==> src/design/t1fsd_pkg.sv <==
// ----------------------------------------------------------------------------
// t1fsd_pkg
// Shared types and constants for the Type 1 font stream decrypt block.
// ----------------------------------------------------------------------------
`default_nettype none

package t1fsd_pkg;

   // configuration port geometry
   localparam int CSR_INDEX_WIDTH = 3;
   localparam int CSR_DATA_WIDTH  = 16;

   // register indexes
   localparam logic [CSR_INDEX_WIDTH-1:0] CSR_KEY_INIT   = 3'd0;
   localparam logic [CSR_INDEX_WIDTH-1:0] CSR_MULT_C1    = 3'd1;
   localparam logic [CSR_INDEX_WIDTH-1:0] CSR_ADD_C2     = 3'd2;
   localparam logic [CSR_INDEX_WIDTH-1:0] CSR_SKIP_COUNT = 3'd3;
   localparam logic [CSR_INDEX_WIDTH-1:0] CSR_HEX_MODE   = 3'd4;

   // register reset values
   localparam logic [15:0] KEY_INIT_RESET   = 16'd55665;
   localparam logic [15:0] MULT_C1_RESET    = 16'd52845;
   localparam logic [15:0] ADD_C2_RESET     = 16'd22719;
   localparam logic [7:0]  SKIP_COUNT_RESET = 8'd4;
   localparam logic        HEX_MODE_RESET   = 1'b1;

   // token queue between front and back
   localparam int QUEUE_DEPTH = 4;
   localparam int QUEUE_PTR_W = $clog2(QUEUE_DEPTH);
   localparam int QUEUE_CNT_W = $clog2(QUEUE_DEPTH + 1);

   // live configuration seen by front and back
   typedef struct packed {
      logic [15:0] key_init;
      logic [15:0] mult_c1;
      logic [15:0] add_c2;
      logic [7:0]  skip_count;
      logic        hex_mode;
   } t1fsd_cfg_type;

   // one classified transaction: a cipher byte and/or a restart
   typedef struct packed {
      logic [7:0] cipher;
      logic       has_byte;
      logic       restart;
      logic       last;
   } t1fsd_token_type;

endpackage

`default_nettype wire

==> src/design/t1fsd_req_if.sv <==
// ----------------------------------------------------------------------------
// t1fsd_req_if
// Input channel: one raw character per transaction.
// ----------------------------------------------------------------------------
`default_nettype none

interface t1fsd_req_if;
   logic       valid;
   logic       ready;
   logic [7:0] in_char;
   logic       restart;
   logic       last_char;

   modport source (output valid, output in_char, output restart, output last_char,
                   input ready);
   modport sink   (input valid, input in_char, input restart, input last_char,
                   output ready);
endinterface

`default_nettype wire

==> src/design/t1fsd_rsp_if.sv <==
// ----------------------------------------------------------------------------
// t1fsd_rsp_if
// Result channel: one decrypted byte per transaction.
// ----------------------------------------------------------------------------
`default_nettype none

interface t1fsd_rsp_if;
   logic       valid;
   logic       ready;
   logic [7:0] plain_byte;
   logic       last_out;

   modport source (output valid, output plain_byte, output last_out, input ready);
   modport sink   (input valid, input plain_byte, input last_out, output ready);
endinterface

`default_nettype wire

==> src/design/type1_font_stream_decrypt_top.sv <==
// ----------------------------------------------------------------------------
// type1_font_stream_decrypt_top
// Type 1 eexec/charstring stream decryption with hex or binary input.
//
//   channel   dir  handshake         payload
//   req_chan  in   valid/ready       in_char[7:0], restart, last_char
//   rsp_chan  out  valid/ready       plain_byte[7:0], last_out
//   csr_*     in   csr_wr_en         csr_index[2:0], csr_wr_data[15:0]
//
// One character per cycle sustained while rsp_chan is ready; an accepted
// character passes a queue slot, then the output register, to raise rsp valid.
// The back's key loop (add, 16x16 low multiply, add) closes through key_ff.
// Reset is synchronous; control registers return to their documented defaults.
// A stalled rsp_chan fills the four-entry token queue, then drops req ready.
// ----------------------------------------------------------------------------
`default_nettype none

module type1_font_stream_decrypt_top (
   input  wire logic                                  clock,
   input  wire logic                                  reset,
   t1fsd_req_if.sink                                  req_chan,
   t1fsd_rsp_if.source                                rsp_chan,
   input  wire logic                                  csr_wr_en,
   input  wire logic [t1fsd_pkg::CSR_INDEX_WIDTH-1:0] csr_index,
   input  wire logic [t1fsd_pkg::CSR_DATA_WIDTH-1:0]  csr_wr_data
);
   import t1fsd_pkg::*;

   t1fsd_cfg_type   cfg_ff;
   logic            push_valid, push_ready;
   t1fsd_token_type push_token;
   logic            pop_valid, pop_ready;
   t1fsd_token_type pop_token;

   // configuration registers; unknown indexes are ignored
   always_ff @(posedge clock) begin
      if (reset) begin
         cfg_ff.key_init   <= KEY_INIT_RESET;
         cfg_ff.mult_c1    <= MULT_C1_RESET;
         cfg_ff.add_c2     <= ADD_C2_RESET;
         cfg_ff.skip_count <= SKIP_COUNT_RESET;
         cfg_ff.hex_mode   <= HEX_MODE_RESET;
      end else if (csr_wr_en) begin
         case (csr_index)
            CSR_KEY_INIT:   cfg_ff.key_init   <= csr_wr_data;
            CSR_MULT_C1:    cfg_ff.mult_c1    <= csr_wr_data;
            CSR_ADD_C2:     cfg_ff.add_c2     <= csr_wr_data;
            CSR_SKIP_COUNT: cfg_ff.skip_count <= csr_wr_data[7:0];
            CSR_HEX_MODE:   cfg_ff.hex_mode   <= csr_wr_data[0];
            default: begin
            end
         endcase
      end
   end

   t1fsd_front u_front (
      .clock      (clock),
      .reset      (reset),
      .cfg        (cfg_ff),
      .req_chan   (req_chan),
      .push_ready (push_ready),
      .push_valid (push_valid),
      .push_token (push_token)
   );

   t1fsd_queue u_queue (
      .clock      (clock),
      .reset      (reset),
      .push_valid (push_valid),
      .push_token (push_token),
      .push_ready (push_ready),
      .pop_valid  (pop_valid),
      .pop_token  (pop_token),
      .pop_ready  (pop_ready)
   );

   t1fsd_back u_back (
      .clock     (clock),
      .reset     (reset),
      .cfg       (cfg_ff),
      .pop_valid (pop_valid),
      .pop_token (pop_token),
      .pop_ready (pop_ready),
      .rsp_chan  (rsp_chan)
   );

endmodule

`default_nettype wire

==> src/design/t1fsd_front.sv <==
// ----------------------------------------------------------------------------
// t1fsd_front
// Accepts raw characters, pairs hex digits, drops line breaks in hex mode and
// pushes cipher-byte / restart tokens into the queue.
// ----------------------------------------------------------------------------
`default_nettype none

module t1fsd_front (
   input  wire logic                       clock,
   input  wire logic                       reset,
   input  wire t1fsd_pkg::t1fsd_cfg_type   cfg,
   t1fsd_req_if.sink                       req_chan,
   input  wire logic                       push_ready,
   output      logic                       push_valid,
   output      t1fsd_pkg::t1fsd_token_type push_token
);
   import t1fsd_pkg::*;

   localparam logic [7:0] CH_CR      = 8'h0D;
   localparam logic [7:0] CH_LF      = 8'h0A;
   localparam logic [7:0] CH_ZERO    = 8'h30;
   localparam logic [7:0] CH_NINE    = 8'h39;
   localparam logic [7:0] CH_UP_A    = 8'h41;
   localparam logic [7:0] CH_UP_F    = 8'h46;
   localparam logic [7:0] CH_LO_A    = 8'h61;
   localparam logic [7:0] CH_LO_F    = 8'h66;
   localparam logic [7:0] DIGIT_TEN  = 8'd10;

   // hex digit value; anything else counts as zero
   function automatic logic [3:0] digit_value(input logic [7:0] ch);
      logic [7:0] v;
      v = 8'd0;
      if (ch >= CH_ZERO && ch <= CH_NINE) begin
         v = ch - CH_ZERO;
      end else if (ch >= CH_UP_A && ch <= CH_UP_F) begin
         v = ch - CH_UP_A + DIGIT_TEN;
      end else if (ch >= CH_LO_A && ch <= CH_LO_F) begin
         v = ch - CH_LO_A + DIGIT_TEN;
      end
      return v[3:0];
   endfunction

   logic [3:0] high_nibble_ff, high_nibble_in;
   logic       pending_ff, pending_in;
   logic       accept;
   logic [3:0] hi_cur;
   logic       pend_cur;
   logic [3:0] digit;
   logic       has_byte;
   logic [7:0] cipher;

   assign req_chan.ready = push_ready;
   assign accept         = req_chan.valid && push_ready;
   assign digit          = digit_value(req_chan.in_char);

   // classify the character against the nibble state
   always_comb begin
      hi_cur         = req_chan.restart ? 4'd0 : high_nibble_ff;
      pend_cur       = req_chan.restart ? 1'b0 : pending_ff;
      high_nibble_in = hi_cur;
      pending_in     = pend_cur;
      has_byte       = 1'b0;
      cipher         = req_chan.in_char;
      if (cfg.hex_mode) begin
         if (req_chan.in_char == CH_CR || req_chan.in_char == CH_LF) begin
            has_byte = 1'b0;
         end else if (!pend_cur) begin
            high_nibble_in = digit;
            pending_in     = 1'b1;
         end else begin
            cipher     = {hi_cur, digit};
            pending_in = 1'b0;
            has_byte   = 1'b1;
         end
      end else begin
         has_byte = 1'b1;
      end
   end

   // a restart travels even without a byte so the back reloads the key
   assign push_valid          = accept && (has_byte || req_chan.restart);
   assign push_token.cipher   = cipher;
   assign push_token.has_byte = has_byte;
   assign push_token.restart  = req_chan.restart;
   assign push_token.last     = req_chan.last_char;

   // nibble state
   always_ff @(posedge clock) begin
      if (reset) begin
         high_nibble_ff <= 4'd0;
         pending_ff     <= 1'b0;
      end else if (accept) begin
         high_nibble_ff <= high_nibble_in;
         pending_ff     <= pending_in;
      end
   end

   // a line break in hex mode leaves the nibble state alone
   a_crlf_keeps: assert property (@(posedge clock) disable iff (reset)
      (accept && cfg.hex_mode && !req_chan.restart &&
       (req_chan.in_char == CH_CR || req_chan.in_char == CH_LF))
      |=> pending_ff == $past(pending_ff) && high_nibble_ff == $past(high_nibble_ff))
      else $error("line break changed nibble state");

   // a completed pair always clears the pending flag
   a_pair_clears: assert property (@(posedge clock) disable iff (reset)
      (accept && cfg.hex_mode && has_byte) |=> !pending_ff)
      else $error("pending flag left set after pair");

   // nothing is pushed without room
   a_push_room: assert property (@(posedge clock) disable iff (reset)
      push_valid |-> push_ready)
      else $error("push without queue room");

endmodule

`default_nettype wire

==> src/design/t1fsd_queue.sv <==
// ----------------------------------------------------------------------------
// t1fsd_queue
// Small token queue decoupling the front from the back.
// ----------------------------------------------------------------------------
`default_nettype none

module t1fsd_queue (
   input  wire logic                       clock,
   input  wire logic                       reset,
   input  wire logic                       push_valid,
   input  wire t1fsd_pkg::t1fsd_token_type push_token,
   output      logic                       push_ready,
   output      logic                       pop_valid,
   output      t1fsd_pkg::t1fsd_token_type pop_token,
   input  wire logic                       pop_ready
);
   import t1fsd_pkg::*;

   localparam logic [QUEUE_CNT_W-1:0] DEPTH_CNT = QUEUE_CNT_W'(QUEUE_DEPTH);
   localparam logic [QUEUE_PTR_W-1:0] LAST_PTR  = QUEUE_PTR_W'(QUEUE_DEPTH - 1);

   t1fsd_token_type             slot_ff [QUEUE_DEPTH];
   logic [QUEUE_PTR_W-1:0]      wr_ptr_ff, wr_ptr_in;
   logic [QUEUE_PTR_W-1:0]      rd_ptr_ff, rd_ptr_in;
   logic [QUEUE_CNT_W-1:0]      count_ff, count_in;
   logic                        push, pop;

   assign push_ready = (count_ff != DEPTH_CNT);
   assign pop_valid  = (count_ff != '0);
   assign pop_token  = slot_ff[rd_ptr_ff];
   assign push       = push_valid && push_ready;
   assign pop        = pop_valid && pop_ready;

   // pointer and count update
   always_comb begin
      wr_ptr_in = wr_ptr_ff;
      rd_ptr_in = rd_ptr_ff;
      count_in  = count_ff;
      if (push) begin
         wr_ptr_in = (wr_ptr_ff == LAST_PTR) ? '0 : wr_ptr_ff + 1'b1;
      end
      if (pop) begin
         rd_ptr_in = (rd_ptr_ff == LAST_PTR) ? '0 : rd_ptr_ff + 1'b1;
      end
      if (push && !pop) begin
         count_in = count_ff + 1'b1;
      end else if (pop && !push) begin
         count_in = count_ff - 1'b1;
      end
   end

   always_ff @(posedge clock) begin
      if (reset) begin
         wr_ptr_ff <= '0;
         rd_ptr_ff <= '0;
         count_ff  <= '0;
      end else begin
         wr_ptr_ff <= wr_ptr_in;
         rd_ptr_ff <= rd_ptr_in;
         count_ff  <= count_in;
      end
   end

   // storage
   always_ff @(posedge clock) begin
      if (push) begin
         slot_ff[wr_ptr_ff] <= push_token;
      end
   end

   a_count_bound: assert property (@(posedge clock) disable iff (reset)
      count_ff <= DEPTH_CNT)
      else $error("queue count out of range");

   a_push_only: assert property (@(posedge clock) disable iff (reset)
      (push && !pop) |=> count_ff == $past(count_ff) + 1'b1)
      else $error("queue count missed a push");

   a_ptr_gap: assert property (@(posedge clock) disable iff (reset)
      (count_ff == '0) |-> wr_ptr_ff == rd_ptr_ff)
      else $error("empty queue with unequal pointers");

endmodule

`default_nettype wire

==> src/design/t1fsd_back.sv <==
// ----------------------------------------------------------------------------
// t1fsd_back
// Applies restarts, decrypts cipher bytes, updates the key, drops leading
// bytes and holds the result in an output register.
// ----------------------------------------------------------------------------
`default_nettype none

module t1fsd_back (
   input  wire logic                       clock,
   input  wire logic                       reset,
   input  wire t1fsd_pkg::t1fsd_cfg_type   cfg,
   input  wire logic                       pop_valid,
   input  wire t1fsd_pkg::t1fsd_token_type pop_token,
   output      logic                       pop_ready,
   t1fsd_rsp_if.source                     rsp_chan
);
   import t1fsd_pkg::*;

   logic [15:0] key_ff, key_in;
   logic [7:0]  discard_ff, discard_in;
   logic        out_valid_ff;
   logic [7:0]  out_plain_ff;
   logic        out_last_ff;
   logic [15:0] key_cur;
   logic [7:0]  disc_cur;
   logic [15:0] sum;
   logic [15:0] key_next;
   logic [7:0]  plain;
   logic        produce;
   logic        pop;

   // restart takes effect before this byte
   assign key_cur  = pop_token.restart ? cfg.key_init : key_ff;
   assign disc_cur = pop_token.restart ? cfg.skip_count : discard_ff;

   // decrypt and key update: key = (c + key) * c1 + c2 mod 2^16
   assign plain    = pop_token.cipher ^ key_cur[15:8];
   assign sum      = {8'd0, pop_token.cipher} + key_cur;
   assign key_next = sum * cfg.mult_c1 + cfg.add_c2;

   assign produce  = pop_token.has_byte && (disc_cur == 8'd0);

   always_comb begin
      key_in     = key_cur;
      discard_in = disc_cur;
      if (pop_token.has_byte) begin
         key_in = key_next;
         if (disc_cur != 8'd0) begin
            discard_in = disc_cur - 8'd1;
         end
      end
   end

   // tokens without a result never wait on the output register
   assign pop_ready = !produce || !out_valid_ff || rsp_chan.ready;
   assign pop       = pop_valid && pop_ready;

   always_ff @(posedge clock) begin
      if (reset) begin
         key_ff     <= KEY_INIT_RESET;
         discard_ff <= SKIP_COUNT_RESET;
      end else if (pop) begin
         key_ff     <= key_in;
         discard_ff <= discard_in;
      end
   end

   // output register
   always_ff @(posedge clock) begin
      if (reset) begin
         out_valid_ff <= 1'b0;
      end else if (pop && produce) begin
         out_valid_ff <= 1'b1;
      end else if (rsp_chan.ready) begin
         out_valid_ff <= 1'b0;
      end
   end

   always_ff @(posedge clock) begin
      if (pop && produce) begin
         out_plain_ff <= plain;
         out_last_ff  <= pop_token.last;
      end
   end

   assign rsp_chan.valid      = out_valid_ff;
   assign rsp_chan.plain_byte = out_plain_ff;
   assign rsp_chan.last_out   = out_last_ff;

   a_result_loaded: assert property (@(posedge clock) disable iff (reset)
      (pop && produce) |=> out_valid_ff && out_plain_ff == $past(plain))
      else $error("result not loaded into output register");

   a_discard_step: assert property (@(posedge clock) disable iff (reset)
      (pop && pop_token.has_byte && disc_cur != 8'd0)
      |=> discard_ff == $past(disc_cur) - 8'd1 && !$rose(out_valid_ff))
      else $error("dropped byte handled wrong");

   a_restart_only: assert property (@(posedge clock) disable iff (reset)
      (pop && !pop_token.has_byte) |=> key_ff == $past(key_cur))
      else $error("key changed without a byte");

endmodule

`default_nettype wire
==> src/flat_wrapper.sv <==
// flat-port wrapper written by rule: the top's interface ports become plain ports
module type1_font_stream_decrypt_top_flat import t1fsd_pkg::*;
  (clock, reset, csr_wr_en, csr_index, csr_wr_data, req_chan_valid, req_chan_in_char, req_chan_restart, req_chan_last_char, req_chan_ready, rsp_chan_valid, rsp_chan_plain_byte, rsp_chan_last_out, rsp_chan_ready);
  t1fsd_req_if req_chan_i ();
  t1fsd_rsp_if rsp_chan_i ();
  input  wire logic clock;
  input  wire logic reset;
  input  wire logic csr_wr_en;
  input  wire logic [t1fsd_pkg::CSR_INDEX_WIDTH-1:0] csr_index;
  input  wire logic [t1fsd_pkg::CSR_DATA_WIDTH-1:0] csr_wr_data;
  input wire logic [$bits(req_chan_i.valid)-1:0] req_chan_valid;
  input wire logic [$bits(req_chan_i.in_char)-1:0] req_chan_in_char;
  input wire logic [$bits(req_chan_i.restart)-1:0] req_chan_restart;
  input wire logic [$bits(req_chan_i.last_char)-1:0] req_chan_last_char;
  output wire logic [$bits(req_chan_i.ready)-1:0] req_chan_ready;
  output wire logic [$bits(rsp_chan_i.valid)-1:0] rsp_chan_valid;
  output wire logic [$bits(rsp_chan_i.plain_byte)-1:0] rsp_chan_plain_byte;
  output wire logic [$bits(rsp_chan_i.last_out)-1:0] rsp_chan_last_out;
  input wire logic [$bits(rsp_chan_i.ready)-1:0] rsp_chan_ready;
  assign req_chan_i.valid = req_chan_valid;
  assign req_chan_i.in_char = req_chan_in_char;
  assign req_chan_i.restart = req_chan_restart;
  assign req_chan_i.last_char = req_chan_last_char;
  assign req_chan_ready = req_chan_i.ready;
  assign rsp_chan_valid = rsp_chan_i.valid;
  assign rsp_chan_plain_byte = rsp_chan_i.plain_byte;
  assign rsp_chan_last_out = rsp_chan_i.last_out;
  assign rsp_chan_i.ready = rsp_chan_ready;
  type1_font_stream_decrypt_top u_core (.clock(clock), .reset(reset), .req_chan(req_chan_i), .rsp_chan(rsp_chan_i), .csr_wr_en(csr_wr_en), .csr_index(csr_index), .csr_wr_data(csr_wr_data));
endmodule
==> config.mk <==
export PLATFORM = sky130hd
export DESIGN_NAME = type1_font_stream_decrypt_top_flat
export DESIGN_NICKNAME = d
export VERILOG_FILES = /design/src/design/t1fsd_pkg.sv /design/src/design/t1fsd_req_if.sv /design/src/design/t1fsd_rsp_if.sv /design/src/design/type1_font_stream_decrypt_top.sv /design/src/design/t1fsd_front.sv /design/src/design/t1fsd_queue.sv /design/src/design/t1fsd_back.sv /design/src/flat_wrapper.sv
export SDC_FILE = /design/constraint.sdc
export NUM_CORES = 1
export LEC_CHECK = 0
export ABC_AREA = 1
export BUFFER_PORTS_ARGS = -buffer_cell sky130_fd_sc_hd__buf_2
export CAP_MARGIN = 5
export CORE_MARGIN = 5
export CORE_UTILIZATION = 41
export CTS_CLUSTER_DIAMETER = 30
export CTS_CLUSTER_SIZE = 25
export DETAILED_ROUTE_END_ITERATION = 16
export PLACE_DENSITY = 0.66
export RECOVER_POWER = 50
export SYNTH_ARGS = -nofsm -noshare
export SYNTH_HDL_FRONTEND = slang
export SYNTH_SLANG_ARGS = --single-unit
==> constraint.sdc <==
create_clock -name clock -period 13.4 [get_ports clock]
set_input_delay 1.34 -clock clock [delete_from_list [all_inputs] [get_ports clock]]
set_output_delay 1.34 -clock clock [all_outputs]
set_load 0.05 [all_outputs]
==> results by group <==
Clock tree
  – Clock Latency Late Sink: around 430 ps
  – Post_cts resized: 0
  – H-tree levels: 4
  – CTS tree: yes
  – TritonCTS Buffers: 17
  – Root Buffer: clkbuf_16
  – Clk buf depth: 2
  – Post-CTS Setup Bufs: 0
  – Clock sink count: around 150
  – Hold-fix buffers, CTS: 0
  – Clock-pin slew on the worst setup and hold paths: 60 ps

Placement
  – Setup WS pre-CTS: roughly 4900 ps
  – Dpl cells: about 1900
  – RePlAce Congestion: between 0.9 and 1
  – IO buf count: 44
  – Detail Placement HPWL: approximately 25 mm

Layout
  – Layout Cells excl Fill: 1920
  – P&R area growth vs syn: 9.42%
  – NumNets Final: between 1500 and 2000
  – Ant. Diodes: 0
  – Fraction of layout cells with a size suffix above 1: 0.0671

Run status
  – Status: complete, but fails checks
  – Failing checks: max-capacitance violations, max-slew violations

Yosys
  – Simple-Gate Fraction of Synth Area: 0.214
  – Post-synthesis net count: 1700
  – Multiplexer area fraction after synthesis: 0.0101
  – Register area share after synthesis: 0.299
  – Syn Std Cell Area: 11700 µm²
  – Yosys top cell by area: dfxtp_1
  – Post-synth EDFFs: 53
  – Complex-gate fraction of the synthesized area: 0.101
  – Synth Area in Adders: 0.241
  – Ys async rst share: 0
  – Synth Flop Type: dfxtp_1
  – YS warnings: 0
  – Synth top area cells: dfxtp_1 (16%), fa_1 (16%), edfxtp_1 (14%)
  – Top cell type's share of synthesized area: 0.164
  – Post-Synth XOR/XNOR Area: 0.0202
  – FF+latch count, synth: about 150
  – Synth unique cells: between 50 and 60
  – Synth Instances: between 1000 and 1500
  – Largest family of logic cells by synthesized area: adder cells
  – Avg Cell Area, Syn: around 7.8 µm²

Global route
  – Largest net degree at the start of global routing: 76
  – Vias in the first global route: approximately 9400
  – First-pass GRT wire length: ~50 mm
  – Grt ovf: 0
  – Global Route Usage Sum: 0.201
  – Initial antenna violation count: 0

Setup path
  – Arrival time at the worst endpoint: ~9800 ps
  – Master of the slowest instance on the critical path: nand2_1
  – Most used cell, CP: inv_1
  – Critical path type: reg2reg
  – CP required: about 14000 ps
  – Crit path max-delay family: adder cells
  – CP startpoint kind: register
  – CP max stage delay: between 1000 and 1500 ps
  – Worst-path maximum fanout: 34
  – Buffers and inverters on the worst path: 11
  – Critical Path Sink Type: register

Run
  – Max cap viols: 1

Detailed routing
  – Vias: 9731
  – Drt wl/cell: around 16 µm
  – Post-DRT Antenna Nets: 0
  – DR iter-0 viols: approximately 860
  – 1st-pass router iterations: 6
  – Final wirelength: approximately 31 mm
  – Vias per std cell: between 5 and 6
  – DR DRC count: 0

STA
  – Least-Margin Pin Slew: 3040 ps
  – Hold violation count in the final report: 0
  – Slew headroom: -1.03
  – Count of final setup violators: 0
  – Post-route setup TNS: 0 ps
  – RSZ-0062 raised after global routing: no
  – FMAX: 104 MHz
  – Final worst setup slack: 3770 ps
  – Final worst-path cycle share: 0.718
  – Period minus WS final: roughly 9600 ps
  – Clk_skew: 12.3 ps
  – Final Slew Violations: 76

Floorplanning
  – Die Width: between 150 and 200 µm
  – Die footprint: 32100 µm²
  – Rows: slightly above 60
  – I/O pin cnt: 45
  – Die height: roughly 180 µm
  – Core area: between 20000 and 30000 µm²
  – Initial Utilization: 0.412

Worst hold path
  – Hold Crit Start: u_core.cfg_ff[42]
  – Worst Hold Class: reg2reg
area by class of cell:
type | count | area, µm²
inverter | 303 | 1140
clock buffer | 18 | 429
tap | 384 | 480
timing repair buffer | 48 | 226
multi-input combinational | 1004 | 6850
clock inverter | 14 | 200
sequential | 149 | 3510
fill | 2830 | 15600
cell families (layout without fill, tap and decap cells):
logic type               Yosys count  after routing
adder cells (fa/ha/maj)          168            168
flip-flops                       149            149
AO/OA/AOI/OAI                    210            210
buffers and inverters            345            383
AND/OR/NAND/NOR                  588            588
XOR/XNOR                          27             27
multiplexers                      11             11
metal layers:
metal  GRT usage  routed length, µm  vias to the layer above
met1       0.271              13100                     4576
li1            -                  -                     4766
met2       0.325              14600                      320
met4      0.0657                941                        0
met5           0                  0                        -
met3      0.0428               2400                       69
per-stage QoR:
stage | hold slack [ps] | util | cell area (µm²)
2_1_floorplan | 425 | - | 11700
3_3_place_gp | 439 | 0.431 | 12300
3_5_place_dp | 444 | 0.431 | 12300
4_1_cts | 453 | 0.453 | 12900
5_1_grt | 482 | 0.451 | 12800
6_report | 452 | 0.451 | 12800
sequential cells by signal (all words and copies together) (netlist names), named ones only:
register	flops
u_core.u_back.rsp_chan.plain_byte	8
u_core.u_back.discard_ff	8
u_core.cfg_ff	57
u_core.u_queue.rd_ptr_ff	2
u_core.u_back.rsp_chan.valid	1
u_core.u_queue.slot_ff	44
u_core.u_queue.count_ff	3
u_core.u_queue.wr_ptr_ff	2
u_core.u_back.rsp_chan.last_out	1
u_core.u_front.high_nibble_ff	4
u_core.u_front.pending_ff	1
u_core.u_back.key_ff	16
final timing paths:
check	endpoint	slack [ps]	depth (start not counted)
worst min-delay path	u_core.cfg_ff[42]	450	2
worst min register to register	u_core.cfg_ff[42]	450	2
worst max register to register	u_core.u_back.key_ff[14]	3770	39
worst max-delay path	u_core.u_back.key_ff[14]	3770	39
cells in the final DEF, fill, tap and decap left out, types with 11 or more instances in the layout:
master	Yosys	final
edfxtp_1	53	53
nand2_2	14	11
o21ai_0	72	72
nor2_1	131	131
xor2_1	14	14
dfxtp_1	96	96
ha_1	72	72
nand3_1	84	85
clkbuf_16	0	17
nand2_1	320	325
fa_1	96	96
inv_1	291	293
xnor2_1	13	13
o211ai_1	19	19
clkbuf_1	32	18
a21oi_1	69	69
buf_2	5	28
o21ai_1	14	14
synthesized netlist by cell type (3+ instances only):
cell type and instances:
clkbuf_1 32, dfxtp_1 96, o21ai_0 72, a211oi_1 3, a31oi_1 8, nand3_1 84, nand2_4 6, clkinv_1 3
inv_2 8, nand2_1 320, o211ai_1 19, nand4_1 10, ha_1 72, mux2_2 7, edfxtp_1 53, nor3_1 5
fa_1 96, nand3b_1 5, o21ai_1 14, o21bai_1 4, xor2_1 14, a21oi_1 69, o21ai_2 3, mux2i_1 4
nor2_1 131, o22ai_1 9, buf_6 3, buf_2 5, nand2_2 14, xnor2_1 13, inv_1 291
tightest hold or removal path, cell delays in order, from the launching register on:
cell     delay (ps)
dfxtp_1         300
inv_1            60
a21oi_1          50
Power is left out: the tool's default activity adds up to more than one toggle a clock period on the data nets, which glitch-free logic cannot reach.
